File: src/rtl/mlm_pkg.sv
// Types and constants shared by the mutex lock manager files.
package mlm_pkg;

    localparam int OP_W  = 2;
    localparam int MID_W = 5;
    localparam int TID_W = 4;
    localparam int ST_W  = 3;

    typedef enum logic [OP_W-1:0] {
        OP_CREATE = 2'd0,
        OP_LOCK   = 2'd1,
        OP_UNLOCK = 2'd2
    } op_t;

    typedef enum logic [ST_W-1:0] {
        ST_OK         = 3'd0,
        ST_QUEUED     = 3'd1,
        ST_UNKNOWN    = 3'd2,
        ST_NOT_LOCKED = 3'd3,
        ST_NOT_OWNER  = 3'd4,
        ST_FULL       = 3'd5,
        ST_WAITING    = 3'd6
    } status_t;

endpackage

File: src/rtl/mlm_ifs.sv
// Request and response channel interfaces of the mutex lock manager.
interface mlm_req_if;
    logic                       valid;
    logic                       ready;
    logic [mlm_pkg::OP_W-1:0]   operation;
    logic [mlm_pkg::MID_W-1:0]  mutex_id;
    logic [mlm_pkg::TID_W-1:0]  thread_id;

    modport source (output valid, output operation, output mutex_id, output thread_id,
                    input ready);
    modport sink   (input valid, input operation, input mutex_id, input thread_id,
                    output ready);
endinterface

interface mlm_rsp_if;
    logic                       valid;
    logic                       ready;
    logic [mlm_pkg::ST_W-1:0]   status;
    logic [mlm_pkg::MID_W-1:0]  new_mutex;
    logic                       wake_valid;
    logic [mlm_pkg::TID_W-1:0]  wake_thread;

    modport source (output valid, output status, output new_mutex, output wake_valid,
                    output wake_thread, input ready);
    modport sink   (input valid, input status, input new_mutex, input wake_valid,
                    input wake_thread, output ready);
endinterface

File: src/rtl/mutex_lock_manager.sv
// Mutex table with per-mutex FIFO waiter queues.
// A request goes through the input reg, then the result reg; the table update is a
// single read-modify-write. Throughput: one request per cycle while rsp.ready is high.
// Next request sees all state changes of the previous one.
// Reset (async, rst_n low): no mutexes exist, none held, no waiters, no thread blocked.
// Owner, queue head/tail and link tables are undefined until written.
module mutex_lock_manager #(
    parameter int NUM_MUTEXES = 16,
    parameter int NUM_THREADS = 16
) (
    input  logic       clk,
    input  logic       rst_n,
    mlm_req_if.sink    req,
    mlm_rsp_if.source  rsp
);
    import mlm_pkg::*;

    // Only ids that fit the request fields can ever be addressed.
    localparam int MUTEX_SLOTS = (NUM_MUTEXES < 31) ? NUM_MUTEXES : 31;
    localparam int THREAD_SLOTS = (NUM_THREADS < 16) ? NUM_THREADS : 16;
    localparam int MIW = $clog2(MUTEX_SLOTS);
    localparam int TIW = $clog2(THREAD_SLOTS);
    localparam int CW  = $clog2(NUM_MUTEXES + 2);

    // input stage
    logic              req_v_reg;
    logic [OP_W-1:0]   op_reg;
    logic [MID_W-1:0]  mid_reg;
    logic [TID_W-1:0]  tid_reg;

    // result stage
    logic              rsp_v_reg;
    status_t           status_reg;
    logic [MID_W-1:0]  new_mutex_reg;
    logic              wake_valid_reg;
    logic [TID_W-1:0]  wake_thread_reg;

    // table state
    logic [CW-1:0]           next_num_reg, next_num_next;
    logic [MUTEX_SLOTS-1:0]  held_reg, held_next;
    logic [MUTEX_SLOTS-1:0]  nonempty_reg, nonempty_next;
    logic [THREAD_SLOTS-1:0] blocked_reg, blocked_next;
    logic [TID_W-1:0]        owner_reg [MUTEX_SLOTS];
    logic [TID_W-1:0]        owner_next [MUTEX_SLOTS];
    logic [TID_W-1:0]        head_reg [MUTEX_SLOTS];
    logic [TID_W-1:0]        head_next [MUTEX_SLOTS];
    logic [TID_W-1:0]        tail_reg [MUTEX_SLOTS];
    logic [TID_W-1:0]        tail_next [MUTEX_SLOTS];
    logic [TID_W-1:0]        link_reg [THREAD_SLOTS];
    logic [TID_W-1:0]        link_next [THREAD_SLOTS];

    logic              adv;
    status_t           status_next;
    logic [MID_W-1:0]  new_mutex_next;
    logic              wake_valid_next;
    logic [TID_W-1:0]  wake_thread_next;

    logic              mid_known;
    logic [MIW-1:0]    m;
    logic              tid_ok;
    logic [TIW-1:0]    tix;
    logic [TID_W-1:0]  w;
    logic              w_ok;
    logic [TID_W-1:0]  t;
    logic              t_ok;

    assign adv       = req_v_reg && (!rsp_v_reg || rsp.ready);
    assign req.ready = !req_v_reg || adv;

    assign rsp.valid       = rsp_v_reg;
    assign rsp.status      = status_reg;
    assign rsp.new_mutex   = new_mutex_reg;
    assign rsp.wake_valid  = wake_valid_reg;
    assign rsp.wake_thread = wake_thread_reg;

    assign mid_known = (mid_reg != '0) && (32'(mid_reg) < 32'(next_num_reg))
                       && (32'(mid_reg) <= NUM_MUTEXES);
    assign m      = MIW'(mid_reg - MID_W'(1));
    assign tid_ok = 32'(tid_reg) < THREAD_SLOTS;
    assign tix    = TIW'(tid_reg);
    assign w      = head_reg[m];
    assign w_ok   = 32'(w) < THREAD_SLOTS;
    assign t      = tail_reg[m];
    assign t_ok   = 32'(t) < THREAD_SLOTS;

    always_comb
    begin
        next_num_next    = next_num_reg;
        held_next        = held_reg;
        nonempty_next    = nonempty_reg;
        blocked_next     = blocked_reg;
        owner_next       = owner_reg;
        head_next        = head_reg;
        tail_next        = tail_reg;
        link_next        = link_reg;
        status_next      = ST_OK;
        new_mutex_next   = '0;
        wake_valid_next  = 1'b0;
        wake_thread_next = '0;

        case (op_t'(op_reg))
            OP_CREATE:
            begin
                if (32'(next_num_reg) > NUM_MUTEXES)
                begin
                    status_next = ST_FULL;
                end
                else
                begin
                    new_mutex_next = MID_W'(next_num_reg);
                    next_num_next  = next_num_reg + CW'(1);
                end
            end
            OP_LOCK:
            begin
                if (!mid_known)
                begin
                    status_next = ST_UNKNOWN;
                end
                else if (tid_ok && blocked_reg[tix])
                begin
                    status_next = ST_WAITING;
                end
                else if (!held_reg[m])
                begin
                    held_next[m]  = 1'b1;
                    owner_next[m] = tid_reg;
                end
                else if (!tid_ok)
                begin
                    status_next = ST_WAITING;
                end
                else
                begin
                    if (!nonempty_reg[m])
                    begin
                        nonempty_next[m] = 1'b1;
                        head_next[m]     = tid_reg;
                    end
                    else if (t_ok)
                    begin
                        link_next[TIW'(t)] = tid_reg;
                    end
                    tail_next[m]      = tid_reg;
                    blocked_next[tix] = 1'b1;
                    status_next       = ST_QUEUED;
                end
            end
            OP_UNLOCK:
            begin
                if (!mid_known)
                begin
                    status_next = ST_UNKNOWN;
                end
                else if (!held_reg[m])
                begin
                    status_next = ST_NOT_LOCKED;
                end
                else if (owner_reg[m] != tid_reg)
                begin
                    status_next = ST_NOT_OWNER;
                end
                else if (!nonempty_reg[m])
                begin
                    held_next[m] = 1'b0;
                end
                else
                begin
                    if (w == t)
                    begin
                        nonempty_next[m] = 1'b0;
                    end
                    else if (w_ok)
                    begin
                        head_next[m] = link_reg[TIW'(w)];
                    end
                    if (w_ok)
                    begin
                        blocked_next[TIW'(w)] = 1'b0;
                    end
                    owner_next[m]    = w;
                    wake_valid_next  = 1'b1;
                    wake_thread_next = w;
                end
            end
            default:
            begin
                status_next = ST_UNKNOWN;
            end
        endcase
    end

    always_ff @(posedge clk or negedge rst_n)
    begin
        if (!rst_n)
        begin
            req_v_reg    <= 1'b0;
            rsp_v_reg    <= 1'b0;
            next_num_reg <= CW'(1);
            held_reg     <= '0;
            nonempty_reg <= '0;
            blocked_reg  <= '0;
        end
        else
        begin
            if (req.ready)
            begin
                req_v_reg <= req.valid;
            end
            if (adv)
            begin
                rsp_v_reg    <= 1'b1;
                next_num_reg <= next_num_next;
                held_reg     <= held_next;
                nonempty_reg <= nonempty_next;
                blocked_reg  <= blocked_next;
            end
            else if (rsp.ready)
            begin
                rsp_v_reg <= 1'b0;
            end
        end
    end

    always_ff @(posedge clk)
    begin
        if (req.valid && req.ready)
        begin
            op_reg  <= req.operation;
            mid_reg <= req.mutex_id;
            tid_reg <= req.thread_id;
        end
        if (adv)
        begin
            status_reg      <= status_next;
            new_mutex_reg   <= new_mutex_next;
            wake_valid_reg  <= wake_valid_next;
            wake_thread_reg <= wake_thread_next;
            owner_reg       <= owner_next;
            head_reg        <= head_next;
            tail_reg        <= tail_next;
            link_reg        <= link_next;
        end
    end

`ifndef NO_ASSERTIONS
    a_wake_ok: assert property (@(posedge clk) disable iff (!rst_n)
        rsp_v_reg && wake_valid_reg |-> status_reg == ST_OK)
        else $error("wake reported without ok status");

    a_num_range: assert property (@(posedge clk) disable iff (!rst_n)
        32'(next_num_reg) <= NUM_MUTEXES + 1 && next_num_reg != '0)
        else $error("mutex counter out of range");

    a_queue_held: assert property (@(posedge clk) disable iff (!rst_n)
        (nonempty_reg & ~held_reg) == '0)
        else $error("waiters on a free mutex");

    a_blocked_queue: assert property (@(posedge clk) disable iff (!rst_n)
        (blocked_reg != '0) |-> (nonempty_reg != '0))
        else $error("blocked thread with no waiter queue");
`endif

endmodule
File: src/flat_wrapper.sv
// flat-port wrapper written by rule: the top's interface ports become plain ports
module mutex_lock_manager_flat import mlm_pkg::*;
#(
    parameter int NUM_MUTEXES = 16,
    parameter int NUM_THREADS = 16
)
  (clk, rst_n, req_valid, req_operation, req_mutex_id, req_thread_id, req_ready, rsp_valid, rsp_status, rsp_new_mutex, rsp_wake_valid, rsp_wake_thread, rsp_ready);
  mlm_req_if req_i ();
  mlm_rsp_if rsp_i ();
  input  logic clk;
  input  logic rst_n;
  input wire logic [$bits(req_i.valid)-1:0] req_valid;
  input wire logic [$bits(req_i.operation)-1:0] req_operation;
  input wire logic [$bits(req_i.mutex_id)-1:0] req_mutex_id;
  input wire logic [$bits(req_i.thread_id)-1:0] req_thread_id;
  output wire logic [$bits(req_i.ready)-1:0] req_ready;
  output wire logic [$bits(rsp_i.valid)-1:0] rsp_valid;
  output wire logic [$bits(rsp_i.status)-1:0] rsp_status;
  output wire logic [$bits(rsp_i.new_mutex)-1:0] rsp_new_mutex;
  output wire logic [$bits(rsp_i.wake_valid)-1:0] rsp_wake_valid;
  output wire logic [$bits(rsp_i.wake_thread)-1:0] rsp_wake_thread;
  input wire logic [$bits(rsp_i.ready)-1:0] rsp_ready;
  assign req_i.valid = req_valid;
  assign req_i.operation = req_operation;
  assign req_i.mutex_id = req_mutex_id;
  assign req_i.thread_id = req_thread_id;
  assign req_ready = req_i.ready;
  assign rsp_valid = rsp_i.valid;
  assign rsp_status = rsp_i.status;
  assign rsp_new_mutex = rsp_i.new_mutex;
  assign rsp_wake_valid = rsp_i.wake_valid;
  assign rsp_wake_thread = rsp_i.wake_thread;
  assign rsp_i.ready = rsp_ready;
  mutex_lock_manager #(.NUM_MUTEXES(NUM_MUTEXES), .NUM_THREADS(NUM_THREADS)) u_core (.clk(clk), .rst_n(rst_n), .req(req_i), .rsp(rsp_i));
endmodule
File: config.mk
export PLATFORM = sky130hd
export DESIGN_NAME = mutex_lock_manager_flat
export DESIGN_NICKNAME = d
export VERILOG_FILES = /design/src/rtl/mlm_pkg.sv /design/src/rtl/mlm_ifs.sv /design/src/rtl/mutex_lock_manager.sv /design/src/flat_wrapper.sv
export SDC_FILE = /design/constraint.sdc
export NUM_CORES = 1
export LEC_CHECK = 0
export BUFFER_PORTS_ARGS = -buffer_cell sky130_fd_sc_hd__buf_4
export CAP_MARGIN = 20
export CELL_PAD_IN_SITES_DETAIL_PLACEMENT = 0
export CELL_PAD_IN_SITES_GLOBAL_PLACEMENT = 1
export CORE_ASPECT_RATIO = 0.6
export CORE_MARGIN = 1.5
export CORE_UTILIZATION = 41
export CTS_CLUSTER_DIAMETER = 200
export DETAILED_ROUTE_END_ITERATION = 8
export PLACE_DENSITY = 0.75
export RECOVER_POWER = 100
export SYNTH_ARGS = -nofsm -noshare
export SYNTH_HDL_FRONTEND = slang
export SYNTH_SLANG_ARGS = --single-unit
File: constraint.sdc
create_clock -name clk -period 9.91 [get_ports clk]
set_input_delay 1.4865 -clock clk [delete_from_list [all_inputs] [get_ports clk]]
set_output_delay 1.4865 -clock clk [all_outputs]
set_load 0.03 [all_outputs]
==> flow_metrics.tcl, run 1 <==
set metrics [dict create \
    half_perimeter_wire_length_after_detailed_placement_mm 28.2 \
    tritoncts.num_buffers 29 \
    max_cap_viol_count 9 \
    ys_ff_latch 335 \
    placement.io_buffers 29 \
    die_height_um 154 \
    synth.yosys.warnings 0 \
    fin_setup_tns_ps 0 \
    ir_drop_mv 0.127 \
    violations "max-capacitance violations, max-slew violations" \
    final_area_um2 17000 \
    first_pass_iters 5 \
    cts-resized-gates 0 \
    via_count_of_the_first_global_routing_pass 9525 \
    async_reset_ff_frac 0.164 \
    clockBufferDepth 3 \
    cts_max_level 1 \
    cts.repair_timing.setup_buffer_count 0 \
    clock_tree.root_cell "sky130_fd_sc_hd__clkbuf_16" \
    design.core.area_um2 37600 \
    clock_latency_ps 580 \
    cell_count_of_the_worst_reg_to_reg_path 13 \
    initial_core_util 0.415 \
    synthCells 1116 \
    post_synth_instance_area_um2 15600 \
    holdCritStartpoint "u_core.req_v_reg" \
    netlist-cell-type-count 80 \
    drt-vias-per-instance 5.97 \
    netlist_top_cells_area "sky130_fd_sc_hd__edfxtp_1 54%, sky130_fd_sc_hd__dfrtp_1 8.7%, sky130_fd_sc_hd__mux4_2 7.7%" \
    critPathCaptureType "flip-flop" \
    hold_depth 1 \
    fin_crit_sh 0.736 \
    synth_most_common_cell "sky130_fd_sc_hd__edfxtp_1" \
    share_of_cells_above_drive_strength_1 0.123 \
    fmax_mhz 137 \
    post_synth_most_frequent_cells "280 x sky130_fd_sc_hd__edfxtp_1, 163 x sky130_fd_sc_hd__nor2_1, 64 x sky130_fd_sc_hd__o21ai_0" \
    worst-slew-pin-transition_ps 3170 \
    detail_route.wl_per_cell_um 25.4 \
    slew-limit-headroom -1.11 \
    grt_start_max_net_pins 56 \
    number_of_antenna_violations_at_the_first_check_in_global_routing 1 \
    drc 0 \
    grt_usage 0.218 \
    ys_dominant_reg_cell "sky130_fd_sc_hd__edfxtp_1" \
    yosysTopAreaCellShare 0.540 \
    timing.final.hold_violations 0 \
    critical_path_arrival_ps 7550 \
    synth_enable_flop_cells 280 \
    boundaryPins 30 \
    sequential_cell_area_um2 9790 \
    synth_top_area_cell "sky130_fd_sc_hd__edfxtp_1" \
    run_status "finished, violations left" \
    crit_fanout 43 \
    cts_hold_repair.buffers 0 \
    powerDensity_nw_per_um2 191 \
    synthesis.nets 1146 \
    drv_slew 296 \
    multi_input_comb_area_um2 5270 \
    r2r_end "u_core.head_reg[17]" \
    worst-setup-path-type "reg -> reg" \
    setup_viol_count_final 0 \
    hold_end "u_core.rsp.valid" \
    wirelength_mm 42.1 \
    finClkSkew_ps 14.5 \
    min_path_type "reg -> reg" \
    period_minus_slack_ps 7290 \
    drt_iter0_markers 1369 \
    diodes 0 \
    reg2reg_slack_ps 2620 \
    core.rowCount 55 \
    ant_nets 0 \
    critical_path.reg2reg.startpoint "u_core.mid_reg[0]" \
    clkTransAtPathRegs_ps 70 \
    dr_vias 9873 \
    syn-mean-instance-area_um2 14.0 \
    die_width_um 255 \
    cts.sink_count 335 \
    cp_data_required_time_ps 10170 \
    area_delta_synth_final_pct 8.81 \
    fin_nets 1149 \
    n_fill_cell 3398 \
    cts_tree "yes" \
    gp_congestion 0.867 \
    grt_pass1_wl_mm 63.3 \
    grt_remaining_overflow 0 \
    post-place-ws_ps 4650 \
    die_footprint_um2 39200 \
    dpl-instance-area_um2 16200 \
    critPathLaunchType "flip-flop" \
    p_leak_uw 0.00577 \
    setup_slack_ps 2620 \
    rsz_0062_raised_after_global_routing "no" \
    synth_sequential_area_ratio 0.628 \
]
==> cells by family (layout without fill, tap and decap cells) <==
family	count (synthesis)	after routing	synth area share
DFF	335	335	0.628
and+or+nand+nor	365	365	0.114
muxes	87	87	0.118
buffers and inverters	91	117	0.0305
AOI/OAI and AO/OA	210	210	0.0899
xor gates and xnor gates	13	13	0.00731
adders and majority gates	15	15	0.0120
==> routing by layer <==
metal  up-vias  GRT usage  wire (um)
met5         -          0         13
met4         2     0.0349        595
met3        59     0.0692       4890
met2       524      0.288      16800
met1      4989      0.349      19700
li1       4299          -          -
==> report_power, final <==
part | leakage, uW | internal (uW) | switching (uW) | total, uW
Clock | 0.000474 | 640 | 529 | 1170
Sequential | 0.00320 | 1580 | 30.6 | 1610
Combinational | 0.00210 | 152 | 308 | 460
==> cell type report <==
cell class	count	share of cell area
multi-input cells	690	0.311
clock inverters	23	0.0128
repair buffers	47	0.0146
flip-flops and latches	335	0.577
well taps	513	0.0379
inverters	16	0.00354
clock buffers	31	0.0432
==> metrics by stage <==
stage	total power [uW]	hold WS [ps]	instances	utilization
2_1_floorplan	1950	457	1116	-
3_3_place_gp	2100	471	1600	0.430
3_5_place_dp	2100	487	1601	0.431
4_1_cts	3260	492	1655	0.456
5_1_grt	3350	511	1655	0.451
6_report	3240	492	1655	0.451
==> worst max-delay path: stages (launching register included) <==
cell and delay, ps:
sky130_fd_sc_hd__edfxtp_1 330, sky130_fd_sc_hd__clkbuf_1 1130, sky130_fd_sc_hd__inv_1 260, sky130_fd_sc_hd__ha_1 790, sky130_fd_sc_hd__buf_4 630, sky130_fd_sc_hd__mux4_2 460, sky130_fd_sc_hd__nand3_1 140, sky130_fd_sc_hd__and3_1 260
sky130_fd_sc_hd__nor2_1 70, sky130_fd_sc_hd__clkbuf_1 430, sky130_fd_sc_hd__a211oi_1 600, sky130_fd_sc_hd__o21ai_0 160, sky130_fd_sc_hd__a41oi_1 1520, sky130_fd_sc_hd__nor2_1 150
==> worst max path at each step <==
stage | to | start
after floorplan | u_core.head_reg[12] | u_core.mid_reg[0]
after global placement | u_core.head_reg[18] | u_core.mid_reg[0]
after detailed placement | u_core.head_reg[36] | u_core.mid_reg[0]
after CTS | u_core.head_reg[36] | u_core.mid_reg[0]
after global routing | u_core.head_reg[45] | u_core.mid_reg[0]
final | u_core.head_reg[17] | u_core.mid_reg[0]
==> placed cells by master, fill, tap and decap left out, types with 4 or more instances in the layout <==
cell and count:
sky130_fd_sc_hd__a211oi_1 14, sky130_fd_sc_hd__nor2b_1 9, sky130_fd_sc_hd__nor4_1 4, sky130_fd_sc_hd__nand3_1 14, sky130_fd_sc_hd__and2_0 4, sky130_fd_sc_hd__clkbuf_1 30
sky130_fd_sc_hd__xnor2_1 6, sky130_fd_sc_hd__nor2_1 164, sky130_fd_sc_hd__clkinv_2 10, sky130_fd_sc_hd__bufinv_16 4, sky130_fd_sc_hd__mux2_2 8, sky130_fd_sc_hd__clkbuf_4 11
sky130_fd_sc_hd__inv_1 16, sky130_fd_sc_hd__o21ai_0 64, sky130_fd_sc_hd__edfxtp_1 280, sky130_fd_sc_hd__a21oi_1 39, sky130_fd_sc_hd__and3b_1 16, sky130_fd_sc_hd__clkinv_1 6
sky130_fd_sc_hd__and2_1 4, sky130_fd_sc_hd__a41oi_1 8, sky130_fd_sc_hd__ha_1 15, sky130_fd_sc_hd__o211ai_1 4, sky130_fd_sc_hd__nand2_1 57, sky130_fd_sc_hd__mux4_1 18
sky130_fd_sc_hd__nand3b_1 4, sky130_fd_sc_hd__dfrtp_1 54, sky130_fd_sc_hd__mux2i_1 8, sky130_fd_sc_hd__a21o_1 20, sky130_fd_sc_hd__and3_1 25, sky130_fd_sc_hd__clkbuf_16 29
sky130_fd_sc_hd__buf_4 8, sky130_fd_sc_hd__a31oi_1 17, sky130_fd_sc_hd__mux4_2 53, sky130_fd_sc_hd__nand2b_1 10, sky130_fd_sc_hd__a2111oi_0 5, sky130_fd_sc_hd__nor3_1 34
sky130_fd_sc_hd__xor2_1 6
Power figures use the tool's default switching activity.
==> inputs of run 2 (changes only) <==
PLACE_DENSITY = 0.78   (was 0.75)
clock period = 6.2 ns   (was 9.91 ns; I/O delays follow)
==> run 2 against run 1 <==
  * The flow still finishes with violations (max-capacitance violations, max-slew violations)
  * Critical endpoint is now u_core.owner_reg[46]
  * Critical path depth down 3
  * Setup slack lost 2000 ps
  * Sequential cell count unchanged
  * Die area unchanged
==> flow_metrics.tcl, run 2 (same netlist as run 1, synthesis figures left out) <==
set metrics [dict create \
    violations "max-capacitance violations, max-slew violations" \
    postLayoutCoreUtil 0.457 \
    powerDensity_nw_per_um2 315 \
    fin_setup_tns_ps 0 \
    die_width_um 255 \
    clock_latency_ps 590 \
    area_delta_synth_final_pct 10.1 \
    diodes 0 \
    p_leak_uw 0.00586 \
    finClkSkew_ps 22.3 \
    slew-limit-headroom -1.00 \
    fin_nets 1154 \
    setup_viol_count_final 0 \
    drt_iter0_markers 1458 \
    min_path_type "reg -> reg" \
    cts_hold_repair.buffers 0 \
    gp_congestion 0.926 \
    fmax_mhz 180 \
    half_perimeter_wire_length_after_detailed_placement_mm 28.1 \
    fin_hold_ws_ps 487 \
    initial_core_util 0.415 \
    period_minus_slack_ps 5570 \
    drv_slew 247 \
    worst-setup-path-type "reg -> reg" \
    via_count_of_the_first_global_routing_pass 9385 \
    placement.io_buffers 29 \
    detail_route.wl_per_cell_um 25.1 \
    fin_crit_sh 0.898 \
    critical_path_arrival_ps 5800 \
    grt_pass1_wl_mm 62.2 \
    clkTransAtPathRegs_ps 70 \
    die_height_um 154 \
    core.rowCount 55 \
    clockBufferDepth 3 \
    ir_drop_mv 0.232 \
    max_cap_viol_count 7 \
    drc 0 \
    die_footprint_um2 39200 \
    first_pass_iters 6 \
    rsz_0062_raised_after_global_routing "no" \
    timing.final.hold_violations 0 \
    final_area_um2 17200 \
    wirelength_mm 41.7 \
    grt_usage 0.214 \
    design.core.area_um2 37600 \
    critPathLaunchType "flip-flop" \
    grt_remaining_overflow 0 \
    cts_max_level 1 \
    cts.repair_timing.setup_buffer_count 0 \
    number_of_antenna_violations_at_the_first_check_in_global_routing 0 \
    drt-vias-per-instance 6.10 \
    share_of_cells_above_drive_strength_1 0.131 \
    cts_tree "yes" \
    cts.sink_count 335 \
    clock_tree.root_cell "sky130_fd_sc_hd__clkbuf_16" \
    critPathCaptureType "flip-flop" \
    cp_data_required_time_ps 6430 \
    cts-resized-gates 0 \
    crit_fanout 40 \
    tritoncts.num_buffers 31 \
    boundaryPins 30 \
    worst-slew-pin-transition_ps 3000 \
    dpl-instance-area_um2 16200 \
    run_status "finished, violations left" \
    ant_nets 0 \
    mostFrequentLayoutCell "sky130_fd_sc_hd__edfxtp_1" \
    dr_vias 10100 \
    n_fill_cell 3359 \
    grt_start_max_net_pins 56 \
    mostFrequentLayoutCells "280 x sky130_fd_sc_hd__edfxtp_1, 164 x sky130_fd_sc_hd__nor2_1, 64 x sky130_fd_sc_hd__o21ai_0, 57 x sky130_fd_sc_hd__nand2_1, 54 x sky130_fd_sc_hd__dfrtp_1" \
]
-- run 2: changes by cell type in the layout (fill, tap and decap cells not counted), moves of 2 or more --
cell | before | now
sky130_fd_sc_hd__clkbuf_16 | 29 | 31
sky130_fd_sc_hd__inv_4 | 0 | 2
sky130_fd_sc_hd__clkinv_2 | 10 | 4
sky130_fd_sc_hd__clkinv_1 | 6 | 4
sky130_fd_sc_hd__a41oi_2 | 0 | 2
sky130_fd_sc_hd__clkinvlp_4 | 1 | 3
sky130_fd_sc_hd__a41oi_1 | 8 | 6
sky130_fd_sc_hd__clkbuf_8 | 0 | 5
sky130_fd_sc_hd__buf_4 | 8 | 11
sky130_fd_sc_hd__bufinv_16 | 4 | 6
-- run 2: layout make-up --
| cell class | instances | area (um2) | share of cell area |
|---|---|---|---|
| Sequential cell | 335 | 9790 | 0.570 |
| Multi-Input combinational cell | 690 | 5290 | 0.308 |
| Clock buffer | 37 | 848 | 0.0494 |
| Tap cell | 513 | 642 | 0.0374 |
| Timing Repair Buffer | 50 | 270 | 0.0158 |
| Clock inverter | 21 | 268 | 0.0156 |
| Inverter | 16 | 60.1 | 0.00350 |
-- run 2: final timing paths --
| check | from | endpoint | slack, ps | cells past startpoint |
|---|---|---|---|---|
| max | u_core.mid_reg[1] | u_core.owner_reg[46] | 630 | 10 |
| min | u_core.req_v_reg | u_core.rsp.valid | 490 | 1 |
| max reg2reg | u_core.mid_reg[1] | u_core.owner_reg[46] | 630 | 10 |
| min reg2reg | u_core.req_v_reg | u_core.rsp.valid | 490 | 1 |
| max in group asynchronous | rst_n | u_core.blocked_reg[6] | 3170 | 1 |
| min in group asynchronous | rst_n | u_core.next_num_reg[3] | 1330 | 1 |
-- run 2: power breakdown --
group | internal (uW) | switching [uW] | leakage, uW
clock network | 1230 | 861 | 0.000544
logic | 247 | 494 | 0.00212
registers | 2520 | 50.6 | 0.00320
total | 3990 | 1410 | 0.00586
-- run 2: per-stage QoR --
step	power, uW	worst slack [ps]	instances
2_1_floorplan	3120	1260	1116
3_3_place_gp	3350	1330	1603
3_5_place_dp	3360	1130	1603
4_1_cts	5420	1060	1661
5_1_grt	5570	341	1662
6_report	5400	629	1662
-- run 2: metal layers --
| layer | global-route usage | wire length (um) |
|---|---|---|
| met2 | 0.286 | 16900 |
| met3 | 0.0552 | 5270 |
| met5 | 0 | 0 |
| met4 | 0.0383 | 735 |
| met1 | 0.348 | 18800 |
-- run 2: critical path, stage by stage, from the launching register on --
cell	delay, ps
sky130_fd_sc_hd__edfxtp_1	590
sky130_fd_sc_hd__inv_1	160
sky130_fd_sc_hd__ha_1	750
sky130_fd_sc_hd__buf_4	610
sky130_fd_sc_hd__mux4_2	400
sky130_fd_sc_hd__mux2i_1	330
sky130_fd_sc_hd__xnor2_1	170
sky130_fd_sc_hd__o311a_1	490
sky130_fd_sc_hd__nor4b_4	510
sky130_fd_sc_hd__o21ai_1	590
sky130_fd_sc_hd__nor2_1	580
